==> config.mk <==
export PLATFORM = sky130hd
export DESIGN_NAME = lzwc_out_fifo_flat
export DESIGN_NICKNAME = d
export VERILOG_FILES = /design/src/rtl/lzwc_pkg.sv /design/src/rtl/lzwc_if.sv /design/src/rtl/lzwc_out_fifo.sv /design/src/flat_wrapper.sv
export SDC_FILE = /design/constraint.sdc
export NUM_CORES = 1
export LEC_CHECK = 0
export ABC_AREA = 1
export BUFFER_PORTS_ARGS = -buffer_cell sky130_fd_sc_hd__buf_2
export CAP_MARGIN = 10
export CORE_ASPECT_RATIO = 1.4
export CORE_MARGIN = 2
export CORE_UTILIZATION = 51
export CTS_CLUSTER_SIZE = 40
export DETAILED_ROUTE_END_ITERATION = 7
export PLACE_DENSITY_LB_ADDON = 0.2
export SLEW_MARGIN = 20
export SYNTH_ARGS = -nofsm -noshare
export SYNTH_HDL_FRONTEND = slang
export SYNTH_SLANG_ARGS = --single-unit
==> constraint.sdc <==
create_clock -name clk -period 1.5 [get_ports clk]
set_clock_uncertainty 0.05 [all_clocks]
set_input_delay 0.225 -clock clk [delete_from_list [all_inputs] [get_ports clk]]
set_output_delay 0.225 -clock clk [all_outputs]
set_load 0.01 [all_outputs]
==> src/rtl/lzwc_pkg.sv <==
`default_nettype none

package lzwc_pkg;

  // chunk and dictionary sizing
  localparam int CHUNK_BYTES = 65536;
  // slot count is a power of two: the hash is reduced by taking its low bits
  localparam int TABLE_SLOTS = 131072;
  localparam int SLOT_W      = $clog2(TABLE_SLOTS);
  localparam int CNT_W       = $clog2(CHUNK_BYTES + 1);

  // field widths
  localparam int BYTE_W  = 8;
  localparam int CODE_W  = 17;
  localparam int FORM_W  = 2;
  localparam int EPOCH_W = 8;

  // output queue
  localparam int OUT_DEPTH = 4;
  localparam int OUT_PTR_W = $clog2(OUT_DEPTH);
  localparam int OUT_LVL_W = $clog2(OUT_DEPTH + 1);

  // hashing
  localparam logic [31:0] HASH_MULT  = 32'd2654435761;
  localparam int          HASH_SHIFT = 15;

  typedef logic [BYTE_W-1:0]    byte_t;
  typedef logic [CODE_W-1:0]    code_t;
  typedef logic [FORM_W-1:0]    form_t;
  typedef logic [EPOCH_W-1:0]   epoch_t;
  typedef logic [SLOT_W-1:0]    slot_t;
  typedef logic [CNT_W-1:0]     count_t;
  typedef logic [OUT_LVL_W-1:0] level_t;

  localparam code_t  FIRST_CODE  = code_t'(256);
  localparam epoch_t FIRST_EPOCH = epoch_t'(1);
  localparam epoch_t LAST_EPOCH  = '1;

  // tagged variable-width forms
  localparam form_t FORM_8  = 2'd0;
  localparam form_t FORM_16 = 2'd1;
  localparam form_t FORM_24 = 2'd2;
  localparam form_t FORM_32 = 2'd3;

  // one dictionary slot; a slot is live only when its epoch matches the current one
  typedef struct packed {
    epoch_t epoch;
    code_t  prefix;
    byte_t  sym;
    code_t  code;
  } dict_entry_t;

  // dictionary write port
  typedef struct packed {
    logic        en;
    slot_t       addr;
    dict_entry_t data;
  } dict_wr_t;

  // one result item
  typedef struct packed {
    code_t code;
    form_t code_form;
    logic  chunk_end;
  } out_item_t;

  // tag class of a code
  function automatic form_t form_of(code_t c);
    form_t f;
    if ({15'd0, c} < (32'd1 << 8)) begin
      f = FORM_8;
    end else if ({15'd0, c} < (32'd1 << 16)) begin
      f = FORM_16;
    end else if ({15'd0, c} < (32'd1 << 24)) begin
      f = FORM_24;
    end else begin
      f = FORM_32;
    end
    return f;
  endfunction

endpackage

`default_nettype wire

==> src/rtl/lzwc_if.sv <==
`default_nettype none


// code stream
interface lzwc_out_if;
  logic            valid;
  logic            ready;
  lzwc_pkg::code_t code;
  lzwc_pkg::form_t code_form;
  logic            chunk_end;

  modport source (output valid, output code, output code_form, output chunk_end, input ready);
  modport sink   (input valid, input code, input code_form, input chunk_end, output ready);
endinterface

`default_nettype wire

==> src/rtl/lzwc_out_fifo.sv <==
`default_nettype none

// small result queue between the compressor and the code stream
module lzwc_out_fifo (
  input  wire logic                clk,
  input  wire logic                rst,
  input  wire logic                push,
  input  wire lzwc_pkg::out_item_t push_item,
  output lzwc_pkg::level_t         level,
  lzwc_out_if.source               codes
);

  lzwc_pkg::out_item_t                 slots [lzwc_pkg::OUT_DEPTH];
  logic [lzwc_pkg::OUT_PTR_W-1:0]      head;
  logic [lzwc_pkg::OUT_PTR_W-1:0]      tail;
  logic                                pop;

  assign pop             = codes.valid && codes.ready;
  assign codes.valid     = (level != '0);
  assign codes.code      = slots[head].code;
  assign codes.code_form = slots[head].code_form;
  assign codes.chunk_end = slots[head].chunk_end;

  // storage
  always_ff @(posedge clk) begin
    if (push) begin
      slots[tail] <= push_item;
    end
  end

  // pointers and fill level
  always_ff @(posedge clk) begin
    if (rst) begin
      head  <= '0;
      tail  <= '0;
      level <= '0;
    end else begin
      if (push) begin
        tail <= tail + 1'b1;
      end
      if (pop) begin
        head <= head + 1'b1;
      end
      case ({push, pop})
        2'b10:   level <= level + 1'b1;
        2'b01:   level <= level - 1'b1;
        default: level <= level;
      endcase
    end
  end

endmodule

`default_nettype wire

==> src/flat_wrapper.sv <==
// flat-port wrapper written by rule: the top's interface ports become plain ports
module lzwc_out_fifo_flat 
  (clk, rst, push, push_item, level, codes_valid, codes_code, codes_code_form, codes_chunk_end, codes_ready);
  lzwc_out_if codes_i ();
  input  wire logic clk;
  input  wire logic rst;
  input  wire logic push;
  input  wire lzwc_pkg::out_item_t push_item;
  output lzwc_pkg::level_t level;
  output wire logic [$bits(codes_i.valid)-1:0] codes_valid;
  output wire logic [$bits(codes_i.code)-1:0] codes_code;
  output wire logic [$bits(codes_i.code_form)-1:0] codes_code_form;
  output wire logic [$bits(codes_i.chunk_end)-1:0] codes_chunk_end;
  input wire logic [$bits(codes_i.ready)-1:0] codes_ready;
  assign codes_valid = codes_i.valid;
  assign codes_code = codes_i.code;
  assign codes_code_form = codes_i.code_form;
  assign codes_chunk_end = codes_i.chunk_end;
  assign codes_i.ready = codes_ready;
  lzwc_out_fifo u_core (.clk(clk), .rst(rst), .push(push), .push_item(push_item), .level(level), .codes(codes_i));
endmodule
# --- After elaboration in Yosys (flattened, before gate mapping) ---
# Memory sizes are Yosys's and may differ from the RTL's. A register that Yosys moved wholly into a read port is not among the register bits.
# Cells that the tools add are included.
totals:
  regBits: 7
  mem_bits_rw: 80
  input_bits: 24
  output_inout_bits: 24
  word_cells: 18
  mem_count: 1
mem_list:
  columns: ["name", "words", "width", "read_ports", "rd_clocked_by_memory_dff", "write_ports", "line_no", "text"]
  rows:
  - ["u_core.slots", 4, 20, 1, 1, 1, "lzwc_out_fifo.sv:13", "lzwc_pkg::out_item_t slots [lzwc_pkg::OUT_DEPTH];"]
op_classes:
  add_sub_neg: 4
  n_eq_ne: 2
  muxes: 5
  n_reduce_logical: 3
ops:
  columns: ["operator", "n"]
  rows:
  - ["$pmux 3 s2", 1]
  - ["$add 2x1->2 const B", 2]
  - ["$mux 2", 2]
  - ["$add 3x1->3 const B", 1]
  - ["$reduce_bool 3->1", 1]
  - ["$sub 3x1->3 const B", 1]
  - ["$eq 2x1->1 const B", 1]
  - ["$eq 2x2->1 const B", 1]
  - ["$mux 1", 2]
  - ["$reduce_bool 2->1", 1]
  - ["$logic_and 1x1->1", 1]

# --- Depth between registers and ports, before layout ---
depth:
  depth_word: 4
  ltp_mapped: 13

# --- Worst setup path after synthesis ---
# No wires, ideal clock.
synth_timing:
  kind: "register -> register"
  from: "register u_core.level[1]"
  to: "register u_core.level[2]"
  t_arrival_ps: 1603
  required_ps: 1337
  path_slack_ps: -266
  stages_incl_launch_ff: 14
  synth_period_minus_slack_ps: 1766
  path_cell_list: "dfxtp_1 nor2_1 nand2_1 nand2_1 inv_1 ha_1 inv_1 fa_1 inv_1 nand2_1 nand3_1 nand2_1 nand2_1 nor2_1"
synth_between:
  elab_chain_cells: 4
  elab_cells_between_ends: 8
  classes_between: "add/sub (2); eq/ne (2); mux (1); reduce/logical (3)"
synth_rtl:
  columns: ["element", "line_no", "text"]
  rows:
  - ["start, declared", "lzwc_out_fifo.sv:9", "output lzwc_pkg::level_t level,"]
  - ["start signal, assigned", "lzwc_out_fifo.sv:45", "2'b10: level <= level + 1'b1;"]
  - ["start signal, assigned", "lzwc_out_fifo.sv:46", "2'b01: level <= level - 1'b1;"]
  - ["start signal, assigned", "lzwc_out_fifo.sv:47", "default: level <= level;"]
  - ["$reduce_bool 3->1 (*)", "lzwc_out_fifo.sv:19", "assign codes.valid = (level != '0);"]
  - ["named net codes_valid", "flat_wrapper.sv:10", "output wire logic [$bits(codes_i.valid)-1:0] codes_valid;"]
  - ["$logic_and 1x1->1 (*)", "lzwc_out_fifo.sv:18", "assign pop = codes.valid && codes.ready;"]
  - ["named net u_core.pop", "lzwc_out_fifo.sv:16", "logic pop;"]
  - ["$eq 2x1->1 or $eq 2x2->1 (tied branches)", "lzwc_out_fifo.sv:44", "case ({push, pop})"]
  - ["$pmux 3 s2 or $reduce_bool 2->1 (tied branches)", null, null]
# The timed path passes the listed nets; every way through them passes the cells marked *.
# A chain may end at the register's enable or synchronous reset.

==> summary.md <==
| Metric | Value |
|---|---|
| Status | finished with violations |
| Failing checks | setup timing |
| Largest net degree at the start of global routing | 17 |
| Cell area after synthesis | 3410 um^2 |
| Longest Clk Path Bufs | 2 |
| Top_reg_cell synth | edfxtp_1 |
| Fin crit period | 1.64 ns |
| Dpl cells | 391 |
| Worst Tran Pin Value | 0.214 ns |
| Post-synth net total | 289 |
| Clk pwr share | 29.7% |
| Area of the multi-input gates | 768 um^2 |
| Clock Latency Late Sink | 0.34 ns |
| Worst setup EP type | output port |
| CTS Sinks | 89 |
| Most frequent cell after synthesis | edfxtp_1 |
| Vias in the first global route | 2281 |
| Vias per cell | 5.42 |
| Netlist cell types | 15 |
| FP Rows | 35 |
| Sw Ratio | 27.1% |
| Initial detailed-routing violation count | 160 |
| Post-synthesis sequential area ratio | 75.8% |
| Fillers | 465 |
| EDFF count, synth | 80 |
| Final hold viol count | 0 |
| CP startpoint kind | flip-flop |
| Comb pwr share | 24.3% |
| Average wire per standard cell | 16.0 um |
| Synth warnings | 0 |
| Ys async rst share | 0% |
| RSZ-0062 raised after global routing | true |
| Initial Utilization | 52.2% |
| Crit-path max FO | 16 |
| Placed Area | 3920 um^2 |
| RD Place Congestion | 0.755 |
| Gr ovfl total | 0 |
| Max-slew violation count | 0 |
| Final worst-path cycle share | 110% |
| CTS buffer count | 9 |
| Mean area per synthesized cell | 13.1 um^2 |
| Psw | 1.73 mW |
| Area contributors post-synth | edfxtp_1, o21ai_1, dfxtp_1 |
| Port bufs | 47 |
| Final setup vio count | 22 |
| Internal power | 4.67 mW |
| First-pass GRT wire length | 10600 um |
| Final wirelength | 6600 um |
| Via count | 2233 |
| Synth top area share | 70.5% |
| VDD IR max | 0.961 mV |
| Layout area overhead | 26.9% |
| Cell taking the most area after synthesis | edfxtp_1 |
| Post-route cell area | 4320 um^2 |
| CTS tree | built |
| Post-route DRC | 0 |
| Rel. slew slack | 85.6% |
| Initial DRT Pass Iterations | 4 |
| Standby leakage power | 1.66 nW |
| Synth top cells by count | edfxtp_1, nor2_1, o21ai_1 |
| PD cells | 1480 nW/um^2 |
| Yosys reg bits | 89 |
| Ratio of cells with drive above 1 in the final layout | 33.7% |
| H-tree Lvls | 3 |
| WP data arrival | 1.37 ns |
| Clock Pin Slew Worst Setup and Hold Paths | 0.08 ns |
| Die Span X | 73.1 um |
| Diodes inserted | 0 |
| FF+latch area | 2590 um^2 |
| I/O pin cnt | 48 |
| GRT Util Overall | 19.4% |
| Fmax | 608 MHz |
| Root Driver | clkbuf_8 |
| Post-layout instance count excluding filler cells | 412 |
| Hpwl dp | 4190 um |
| WHS | 0.0367 ns |
| Setup tns final | -2.34 ns |
| Post-route ant nets | 0 |
| Area of the core | 6530 um^2 |
| Cells after Synth | 259 |
| Fin worst setup slack | -0.145 ns |
| Max-cap violations | 0 |
| Worst path required time | 1.22 ns |
| Worst Hold Class | in -> reg |
| Die footprint | 7360 um^2 |
| Die H | 101 um |
| Initial antenna violation count | 0 |
| Sequential share of power | 46.0% |
| Nets@finish | 363 |
| Worst setup path category | reg -> out |
-- power groups by stage --
stage,clock network (mW),logic [mW],registers [mW]
global placement,0,1.32,2.97
floorplan,0,0.749,2.98
detailed placement,0,1.35,2.97
global route,2.03,1.72,2.95
finish,1.90,1.55,2.94
CTS,1.94,1.52,2.93
-- sequential cells by signal (all words and copies together) (netlist names), named ones only --
name	cells
u_core.head	2
u_core.level	3
u_core.slots	80
u_core.tail	2
-- through the flow --
stage | worst slack [ns] | utilization (%) | power (mW)
3_3_place_gp | -0.0793 | 60.0 | 4.29
6_report | -0.145 | 66.2 | 6.40
4_1_cts | -0.153 | 65.8 | 6.40
5_1_grt | -0.235 | 66.2 | 6.70
2_1_floorplan | -0.121 | - | 3.73
3_5_place_dp | -0.109 | 60.0 | 4.32
-- cells by family (layout without fill, tap and decap cells) --
| group | Yosys count | after routing | share of synthesized area [%] |
|---|---|---|---|
| adder cells (fa/ha/maj) | 6 | 6 | 2.42 |
| AND/OR/NAND/NOR | 64 | 64 | 7.16 |
| flip-flops | 89 | 89 | 75.8 |
| buffers and inverters | 31 | 110 | 3.71 |
| AO/OA/AOI/OAI | 69 | 69 | 10.9 |
-- what timing repair did --
item,4_1_cts,5_1_grt
pin swaps,1,2
buffers inserted,1,1
hold buffers,1,0
gates cloned,2,0
hold endpoints to repair,2,0
endpoints found under the setup margin,22,22
resized for setup,29,4
-- routing by layer --
metal  wire [um]  up-vias  GRT usage (%)
li1            -     1074              -
met1        2770     1093           23.4
met2        3410       55           32.3
met3         322       11           4.80
met4         103        0           9.26
met5           0        -              0
-- layout by cell type, fill, tap and decap left out, drive strengths merged --
cell         count
edfxtp          80
dlygate4sd3      1
fa               1
clkbuf          11
a21oi            5
o22ai           20
bufinv           3
buf             74
dfxtp            9
clkinv           1
inv             20
nor2            46
o21ai           44
ha               5
nand3            3
nand2           15
-- path summary, 6_finish.rpt --
check	startpoint	to	slack (ns)	cells after the start
worst max register to register	u_core.level[0]$_SDFFE_PP0P_	u_core.level[2]$_SDFFE_PP0P_	-0.10	11
worst min register to register	u_core.head[1]$_SDFFE_PP0P_	flip-flop	0.46	2
worst min-delay path	push_item[12]	u_core.slots[1][12]$_DFFE_PP_	0.04	1
worst max-delay path	flip-flop	codes_code_form[1]	-0.14	4
-- critical path, stage by stage (launching register included) --
cell and delay (ns):
dfxtp_4 0.42, buf_6 0.19, o21ai_1 0.09, o22ai_1 0.17, buf_2 0.16
-- area by class of cell --
cell class,count,area share (%)
clock buffer,11,3.04
clock inverter,5,2.40
inverter,19,1.82
multi-input combinational,139,17.8
sequential,89,60.0
tap,74,2.14
timing repair buffer,75,12.8
No activity file was read; power rests on OpenSTA's default activity.
